$ cat config.mk
export PLATFORM = sky130hd
export DESIGN_NAME = ring_seats_with_priority_overflow_core
export DESIGN_NICKNAME = d
export VERILOG_FILES = /design/src/hw/rtl/rswpo_pkg.sv /design/src/hw/rtl/rswpo_ram.sv /design/src/hw/rtl/ring_seats_with_priority_overflow_core.sv
export SDC_FILE = /design/constraint.sdc
export NUM_CORES = 1
export LEC_CHECK = 0
export BUFFER_PORTS_ARGS = -buffer_cell sky130_fd_sc_hd__buf_2
export CAP_MARGIN = 20
export CORE_ASPECT_RATIO = 0.9
export CORE_MARGIN = 1
export CORE_UTILIZATION = 50
export CTS_CLUSTER_SIZE = 25
export DETAILED_ROUTE_END_ITERATION = 16
export GPL_TIMING_DRIVEN = 0
export PLACE_DENSITY = 0.66
export SYNTH_ARGS = -nofsm -noshare
export SYNTH_HDL_FRONTEND = slang
export SYNTH_SLANG_ARGS = --single-unit
$ cat constraint.sdc
create_clock -name clk -period 5.6 [get_ports clk]
set_input_delay 1.12 -clock clk [delete_from_list [all_inputs] [get_ports clk]]
set_output_delay 1.12 -clock clk [all_outputs]
set_load 0.05 [all_outputs]
$ cat src/hw/rtl/rswpo_pkg.sv
// Shared types and codes for the seat ring with priority overflow queues.
`timescale 1ns / 1ps
package rswpo_pkg;

  localparam int ID_W = 8;

  localparam logic CMD_ARRIVE = 1'b0;
  localparam logic CMD_LEAVE  = 1'b1;

  typedef enum logic [2:0] {
    EV_SEATED  = 3'd0,
    EV_QUEUED  = 3'd1,
    EV_LEFT    = 3'd2,
    EV_EMPTY   = 3'd3,
    EV_DROPPED = 3'd4
  } event_t;

  typedef struct packed {
    logic            command;
    logic [ID_W-1:0] customer_id;
    logic            priority_req;
  } in_item_t;

  typedef struct packed {
    event_t          event_res;
    logic [ID_W-1:0] customer_id_out;
    logic            last;
  } out_item_t;

endpackage

$ cat src/hw/rtl/rswpo_ram.sv
// Simple dual-port RAM with registered, write-first read.
`timescale 1ns / 1ps
module rswpo_ram #(
  parameter int WIDTH = 8,
  parameter int DEPTH = 16
) (
  input  logic                                   clk,
  input  logic                                   we,
  input  logic [((DEPTH > 1) ? $clog2(DEPTH) : 1)-1:0] waddr,
  input  logic [WIDTH-1:0]                       wdata,
  input  logic [((DEPTH > 1) ? $clog2(DEPTH) : 1)-1:0] raddr,
  output logic [WIDTH-1:0]                       rdata
);

  logic [WIDTH-1:0] mem [DEPTH];

  always_ff @(posedge clk) begin
    if (we) begin
      mem[waddr] <= wdata;
    end
    if (we && (waddr == raddr)) begin
      rdata <= wdata;
    end else begin
      rdata <= mem[raddr];
    end
  end

endmodule

$ cat src/hw/rtl/ring_seats_with_priority_overflow_core.sv
// Top level: seat ring with two-class overflow wait queues.
`timescale 1ns / 1ps
// An arrival is seated at the ring tail while a seat is free, otherwise it
// waits in the priority or ordinary queue, or is dropped when that queue is
// full. A leave frees the oldest seat and reports its id, or reports empty on
// an empty ring; the oldest priority waiter, else the oldest ordinary waiter,
// then takes the seat. Each item is decided in the cycle it transfers and its
// results appear from the next cycle on. Arrivals and leaves with nobody
// waiting give one result each; a leave that seats a waiter gives two results
// and holds off input until the second, kept in the two-entry result
// register, is taken. Seat and queue contents live in RAMs whose read
// port always prefetches the entry at the head pointer, so no clearing pass follows reset.
module ring_seats_with_priority_overflow_core #(
  parameter int TABLE_SEATS = 5,
  parameter int WAIT_DEPTH  = 16,
  parameter int ID_BITS     = 8
) (
  input  logic                 clk,
  input  logic                 rst_n,
  input  logic                 in_valid,
  output logic                 in_stall,
  input  rswpo_pkg::in_item_t  in_data,
  output logic                 out_valid,
  input  logic                 out_stall,
  output rswpo_pkg::out_item_t out_data
);

  import rswpo_pkg::*;

  localparam int IdW      = (ID_BITS < ID_W) ? ID_BITS : ID_W;
  localparam int SeatPtrW = (TABLE_SEATS > 1) ? $clog2(TABLE_SEATS) : 1;
  localparam int SeatCntW = $clog2(TABLE_SEATS + 1);
  localparam int WaitPtrW = (WAIT_DEPTH > 1) ? $clog2(WAIT_DEPTH) : 1;
  localparam int WaitCntW = $clog2(WAIT_DEPTH + 1);

  localparam logic [SeatPtrW-1:0] SeatLast = SeatPtrW'(TABLE_SEATS - 1);
  localparam logic [SeatCntW-1:0] SeatFull = SeatCntW'(TABLE_SEATS);
  localparam logic [WaitPtrW-1:0] WaitLast = WaitPtrW'(WAIT_DEPTH - 1);
  localparam logic [WaitCntW-1:0] WaitFull = WaitCntW'(WAIT_DEPTH);

  logic [SeatPtrW-1:0] seat_head_r, seat_head_nxt, seat_tail_r, seat_tail_nxt;
  logic [SeatCntW-1:0] seat_count_r, seat_count_nxt;
  logic [WaitPtrW-1:0] vip_head_r, vip_head_nxt, vip_tail_r, vip_tail_nxt;
  logic [WaitCntW-1:0] vip_count_r, vip_count_nxt;
  logic [WaitPtrW-1:0] plain_head_r, plain_head_nxt, plain_tail_r, plain_tail_nxt;
  logic [WaitCntW-1:0] plain_count_r, plain_count_nxt;

  logic           seat_we, vip_we, plain_we;
  logic [IdW-1:0] seat_wdata, arr_id, seat_head_id, vip_head_id, plain_head_id;
  logic [IdW-1:0] promo_id;

  out_item_t out_r, pend_r, res0, res1;
  logic      out_valid_r, pend_valid_r, two_res;
  logic      in_fire, out_fire, waiter;

  assign in_stall  = pend_valid_r | (out_valid_r & out_stall);
  assign in_fire   = in_valid & ~in_stall;
  assign out_fire  = out_valid_r & ~out_stall;
  assign out_valid = out_valid_r;
  assign out_data  = out_r;

  assign arr_id   = in_data.customer_id[IdW-1:0];
  assign waiter   = (vip_count_r != '0) || (plain_count_r != '0);
  assign promo_id = (vip_count_r != '0) ? vip_head_id : plain_head_id;

  always_comb begin
    seat_head_nxt   = seat_head_r;
    seat_tail_nxt   = seat_tail_r;
    seat_count_nxt  = seat_count_r;
    vip_head_nxt    = vip_head_r;
    vip_tail_nxt    = vip_tail_r;
    vip_count_nxt   = vip_count_r;
    plain_head_nxt  = plain_head_r;
    plain_tail_nxt  = plain_tail_r;
    plain_count_nxt = plain_count_r;
    seat_we         = 1'b0;
    vip_we          = 1'b0;
    plain_we        = 1'b0;
    seat_wdata      = arr_id;
    two_res         = 1'b0;
    res0            = '{event_res: EV_SEATED, customer_id_out: ID_W'(arr_id), last: 1'b1};
    res1            = '{event_res: EV_SEATED, customer_id_out: ID_W'(promo_id), last: 1'b1};
    if (in_fire) begin
      if (in_data.command == CMD_ARRIVE) begin
        if (seat_count_r != SeatFull) begin
          seat_we        = 1'b1;
          seat_tail_nxt  = (seat_tail_r == SeatLast) ? '0 : seat_tail_r + 1'b1;
          seat_count_nxt = seat_count_r + 1'b1;
        end else if (in_data.priority_req) begin
          if (vip_count_r != WaitFull) begin
            vip_we          = 1'b1;
            vip_tail_nxt    = (vip_tail_r == WaitLast) ? '0 : vip_tail_r + 1'b1;
            vip_count_nxt   = vip_count_r + 1'b1;
            res0.event_res  = EV_QUEUED;
          end else begin
            res0.event_res  = EV_DROPPED;
          end
        end else begin
          if (plain_count_r != WaitFull) begin
            plain_we        = 1'b1;
            plain_tail_nxt  = (plain_tail_r == WaitLast) ? '0 : plain_tail_r + 1'b1;
            plain_count_nxt = plain_count_r + 1'b1;
            res0.event_res  = EV_QUEUED;
          end else begin
            res0.event_res  = EV_DROPPED;
          end
        end
      end else if (seat_count_r == '0) begin
        res0.event_res       = EV_EMPTY;
        res0.customer_id_out = '0;
      end else begin
        res0.event_res       = EV_LEFT;
        res0.customer_id_out = ID_W'(seat_head_id);
        res0.last            = ~waiter;
        seat_head_nxt        = (seat_head_r == SeatLast) ? '0 : seat_head_r + 1'b1;
        if (waiter) begin
          two_res       = 1'b1;
          seat_we       = 1'b1;
          seat_wdata    = promo_id;
          seat_tail_nxt = (seat_tail_r == SeatLast) ? '0 : seat_tail_r + 1'b1;
          if (vip_count_r != '0) begin
            vip_head_nxt  = (vip_head_r == WaitLast) ? '0 : vip_head_r + 1'b1;
            vip_count_nxt = vip_count_r - 1'b1;
          end else begin
            plain_head_nxt  = (plain_head_r == WaitLast) ? '0 : plain_head_r + 1'b1;
            plain_count_nxt = plain_count_r - 1'b1;
          end
        end else begin
          seat_count_nxt = seat_count_r - 1'b1;
        end
      end
    end
  end

  always_ff @(posedge clk) begin
    if (!rst_n) begin
      seat_head_r   <= '0;
      seat_tail_r   <= '0;
      seat_count_r  <= '0;
      vip_head_r    <= '0;
      vip_tail_r    <= '0;
      vip_count_r   <= '0;
      plain_head_r  <= '0;
      plain_tail_r  <= '0;
      plain_count_r <= '0;
      out_valid_r   <= 1'b0;
      pend_valid_r  <= 1'b0;
    end else begin
      seat_head_r   <= seat_head_nxt;
      seat_tail_r   <= seat_tail_nxt;
      seat_count_r  <= seat_count_nxt;
      vip_head_r    <= vip_head_nxt;
      vip_tail_r    <= vip_tail_nxt;
      vip_count_r   <= vip_count_nxt;
      plain_head_r  <= plain_head_nxt;
      plain_tail_r  <= plain_tail_nxt;
      plain_count_r <= plain_count_nxt;
      if (in_fire) begin
        out_valid_r  <= 1'b1;
        pend_valid_r <= two_res;
      end else if (out_fire) begin
        out_valid_r  <= pend_valid_r;
        pend_valid_r <= 1'b0;
      end
    end
  end

  always_ff @(posedge clk) begin
    if (in_fire) begin
      out_r  <= res0;
      pend_r <= res1;
    end else if (out_fire && pend_valid_r) begin
      out_r <= pend_r;
    end
  end

  rswpo_ram #(.WIDTH(IdW), .DEPTH(TABLE_SEATS)) u_seat_ram (
    .clk   (clk),
    .we    (seat_we),
    .waddr (seat_tail_r),
    .wdata (seat_wdata),
    .raddr (seat_head_nxt),
    .rdata (seat_head_id)
  );

  rswpo_ram #(.WIDTH(IdW), .DEPTH(WAIT_DEPTH)) u_vip_ram (
    .clk   (clk),
    .we    (vip_we),
    .waddr (vip_tail_r),
    .wdata (arr_id),
    .raddr (vip_head_nxt),
    .rdata (vip_head_id)
  );

  rswpo_ram #(.WIDTH(IdW), .DEPTH(WAIT_DEPTH)) u_plain_ram (
    .clk   (clk),
    .we    (plain_we),
    .waddr (plain_tail_r),
    .wdata (arr_id),
    .raddr (plain_head_nxt),
    .rdata (plain_head_id)
  );

  a_pend_has_out: assert property (@(posedge clk) disable iff (!rst_n)
    pend_valid_r |-> out_valid_r)
    else $error("pending result without current result");

  a_seat_bound: assert property (@(posedge clk) disable iff (!rst_n)
    seat_count_r <= SeatFull)
    else $error("seat count above ring size");

  a_wait_bound: assert property (@(posedge clk) disable iff (!rst_n)
    (vip_count_r <= WaitFull) && (plain_count_r <= WaitFull))
    else $error("wait count above queue depth");

  a_wait_needs_full: assert property (@(posedge clk) disable iff (!rst_n)
    waiter |-> (seat_count_r == SeatFull))
    else $error("waiter present while a seat is free");

  a_fire_gives_out: assert property (@(posedge clk) disable iff (!rst_n)
    in_fire |=> out_valid_r)
    else $error("transfer produced no result");

endmodule

==> key figures <==
Status
  • Status: finished, final reports clean

Worst setup path
  • CP delay by family, top: simple AND/OR/NAND/NOR gates
  • Worst path bufs/invs: 4
  • Levels on crit path: 9
  • Worst reg-to-reg path cell count: 8
  • CP Class: input pin to register
  • Slowest-stage cell, CP: nor3_1
  • Crit start category: input pin
  • CP Capture Type: register
  • CP Max Fanout: 6
  • Cell-by-cell listing of the critical path: buf_2, a21oi_1, inv_1, nor3_2, and2_1, buf_2, nand2_1, nor3_1, buf_4
  • RR Startpoint: out_valid
  • Worst Setup SP: out_stall
  • CP required: 5830 ps
  • CP arrival: 3620 ps
  • Capture point of the worst reg-to-reg path: u_plain_ram.mem[0][7]
  • Worst path max stage delay: 650 ps
  • CP most frequent cell: buf_2
  • Slack of the worst reg-to-reg path: 2550 ps

Clock tree
  • Clk slew on worst S/H paths: 60 ps
  • CTS tree: built
  • Max clock buf depth: 3
  • Resize count post-CTS: 0
  • Post-CTS Repair Setup Buffers: 0
  • CTS Sinks: 364
  • CTS Root Cell: clkbuf_16
  • Clk_lat worst skew: 530 ps
  • CTS H-tree lvls: 2
  • Num CTS Buffers: 38
  • Hold-fix buffers, CTS: 0

Logic synthesis
  • Post-synthesis xor/xnor area fraction: 0.7004%
  • Synth Area in Compound Gates: 5.786%
  • Top_reg_cell synth: edfxtp_1
  • Post-synthesis register bit count: 364
  • Syn_area_per_cell: 16.71 um2
  • Mapped Nets: 935
  • Cell area after synthesis: 15,010 um2
  • Synth Warn #: 0
  • Mux share of post-synthesis cell area: 13.96%
  • Seq/Total Area, Yosys: 69.63%
  • Synth Area in Adders: 2.068%
  • FFs w/ async S/R, synth: 0%
  • Post-synth EDFFs: 316
  • Netlist cell types: 64
  • Post-synthesis cell count: 898
  • Largest family of logic cells by synthesized area: multiplexers
  • Synth Area in Simple Gates: 6.045%

Floorplan
  • Chip width: 184.6 um
  • Starting Density: 51.34%
  • # IOs: 28
  • Site Rows: 59
  • Core ar.: 29,230 um2
  • Die area: 30,710 um2
  • Die Y: 166.4 um

Layout
  • Most frequent cells in the layout: edfxtp_1, mux4_2, dfxtp_1, buf_2, nor2_1
  • FILL cells: 2,283
  • Core Util, Final: 57.78%
  • Fraction of final layout cells sized beyond drive strength 1: 21.38%
  • Final #Nets: 1,010
  • Commonest non-fill, non-tap cell in the layout: edfxtp_1
  • Antenna Cells: 0
  • Syn-to-layout area delta: 12.56%

Pwr
  • Overall power: 5626 uW
  • Leakage: 0.005418 uW
  • VDD IR max: 279.6 uV
  • Power Dens Cells: 333.0 nW/um2

Timing
  • Fin Setup TNS: 0 ps
  • Fin. Hold Viols: 0
  • Peak Freq: 294.7 MHz
  • # setup viols final: 0
  • Relative slew slack: 34.41%
  • RSZ-0062 raised after global routing: false
  • Final Max Slew Viols: 0
  • Final period util: 60.59%
  • Final min period: 3393 ps
  • Clock skew: 14.11 ps
  • Actual slew at the worst max-slew pin: 978.0 ps

Routing
  • Post-Route WL: 30,560 um
  • Average wire per standard cell: 21.87 um
  • Via count: 7,997
  • TritonRoute pass-1 iters: 5
  • DRT iter0 DRCs: 613
  • Post-DRT Antenna Nets: 0
  • Via-to-Cell Ratio: 5.724
  • DRC: 0

Placed design
  • GP Congestion: 0.8444
  • Detailed Place HPWL: 19,920 um
  • Port Buf Inserts: 26

Global routing
  • First-pass GRT wire length: 47,380 um
  • Number of global-route vias before repair: 8,015
  • Largest net degree at the start of global routing: 35
  • Antenna violations before repair: 0
  • GRT Residual Overflow: 0
  • Total global-route track usage: 20.87%

Job
  • Max Cap Violations: 0

Hold path
  • Hold Path Class: register to register
  • Worst Hold Path EP: pend_valid_r
  • Hold Crit Start: pend_valid_r
  • Hold Path Cell Cnt: 2
## metal layers
| layer | global-route usage, % | vias to the layer above | part of all wire, % |
|---|---|---|---|
| met4 | 4.671 | 0 | 1.4 |
| met5 | 0 | - | 0 |
| li1 | - | 3668 | - |
| met3 | 4.320 | 38 | 5.9 |
| met2 | 31.85 | 217 | 47 |
| met1 | 31.01 | 4074 | 46 |
## flip-flops by register name, summed over array words and instances, names as in the netlist, 5 cells and up, named ones only
signal           flops
u_vip_ram.mem      128
u_seat_ram.mem      40
vip_count_r          5
out_data            12
pend_r               8
u_plain_ram.mem    128
plain_count_r        5
## worst register-to-register path, stage by stage (launching register included)
cell and delay [ps]:
dfxtp_1 350, a21oi_1 300, inv_1 160, nor3_2 470
and2_1 200, buf_2 190, nand2_1 160, nor3_1 650
buf_4 280
## cells by family (layout without fill, tap and decap cells)
| group | after synthesis | count (layout) |
|---|---|---|
| simple gates | 172 | 172 |
| buf+inv | 64 | 167 |
| mux | 136 | 136 |
| flops | 364 | 364 |
| xor+xnor | 12 | 12 |
| compound gates | 127 | 127 |
| fa+ha+maj | 23 | 23 |
## worst max-delay path by stage
stage,endpoint
floorplan,u_plain_ram.mem[0][0]
global placement,u_plain_ram.mem[0][3]
detailed placement,u_plain_ram.mem[0][3]
CTS,u_plain_ram.mem[0][7]
global route,u_plain_ram.mem[0][3]
finish,u_plain_ram.mem[0][7]
## cell type report
class	count	area (um2)	share of cell area (%)
Buffer	41	185.2	1.096
Clock buffer	46	1002	5.933
Clock inverter	22	201.4	1.193
Inverter	23	86.33	0.5111
Multi-Input combinational cell	470	4285	25.37
Sequential cell	364	10450	61.87
Tap cell	396	495.5	2.933
Timing Repair Buffer	35	185.2	1.096
## metrics by stage
stage          cells  hold slack [ps]  cell area [um2]  setup WS (ps)
4_1_cts         1397            523.3            16890           2196
3_5_place_dp    1329            509.7            15690           1716
2_1_floorplan    898            461.7            15010           2281
5_1_grt         1397            556.4            16890           1959
3_3_place_gp    1320            501.9            15630           1529
6_report        1397            521.9            16890           2207
## power by group
group	internal [uW]	switching [uW]	total, uW
clock network	1460	991	2450
registers	2970	10.3	2980
logic	59.3	142	202
total	4480	1140	5630
## cells in the mapped netlist, drive strengths merged (12+ instances only)
library cell / number / area share, %
a21oi: 22 / 0.76
and2: 21 / 0.89
buf: 23 / 0.78
clkbuf: 18 / 0.45
dfxtp: 48 / 6.4
edfxtp: 316 / 63
ha: 20 / 1.7
inv: 23 / 0.58
mux2: 40 / 3.1
mux2i: 42 / 2.8
mux4: 54 / 8.1
nand2: 34 / 0.87
nand3: 12 / 0.40
nor2: 46 / 1.2
nor2b: 17 / 0.71
nor3: 12 / 0.50
o21ai: 38 / 1.3
o22ai: 14 / 0.58
xnor2: 12 / 0.70
Note: power is estimated with default switching activity, not from simulation.
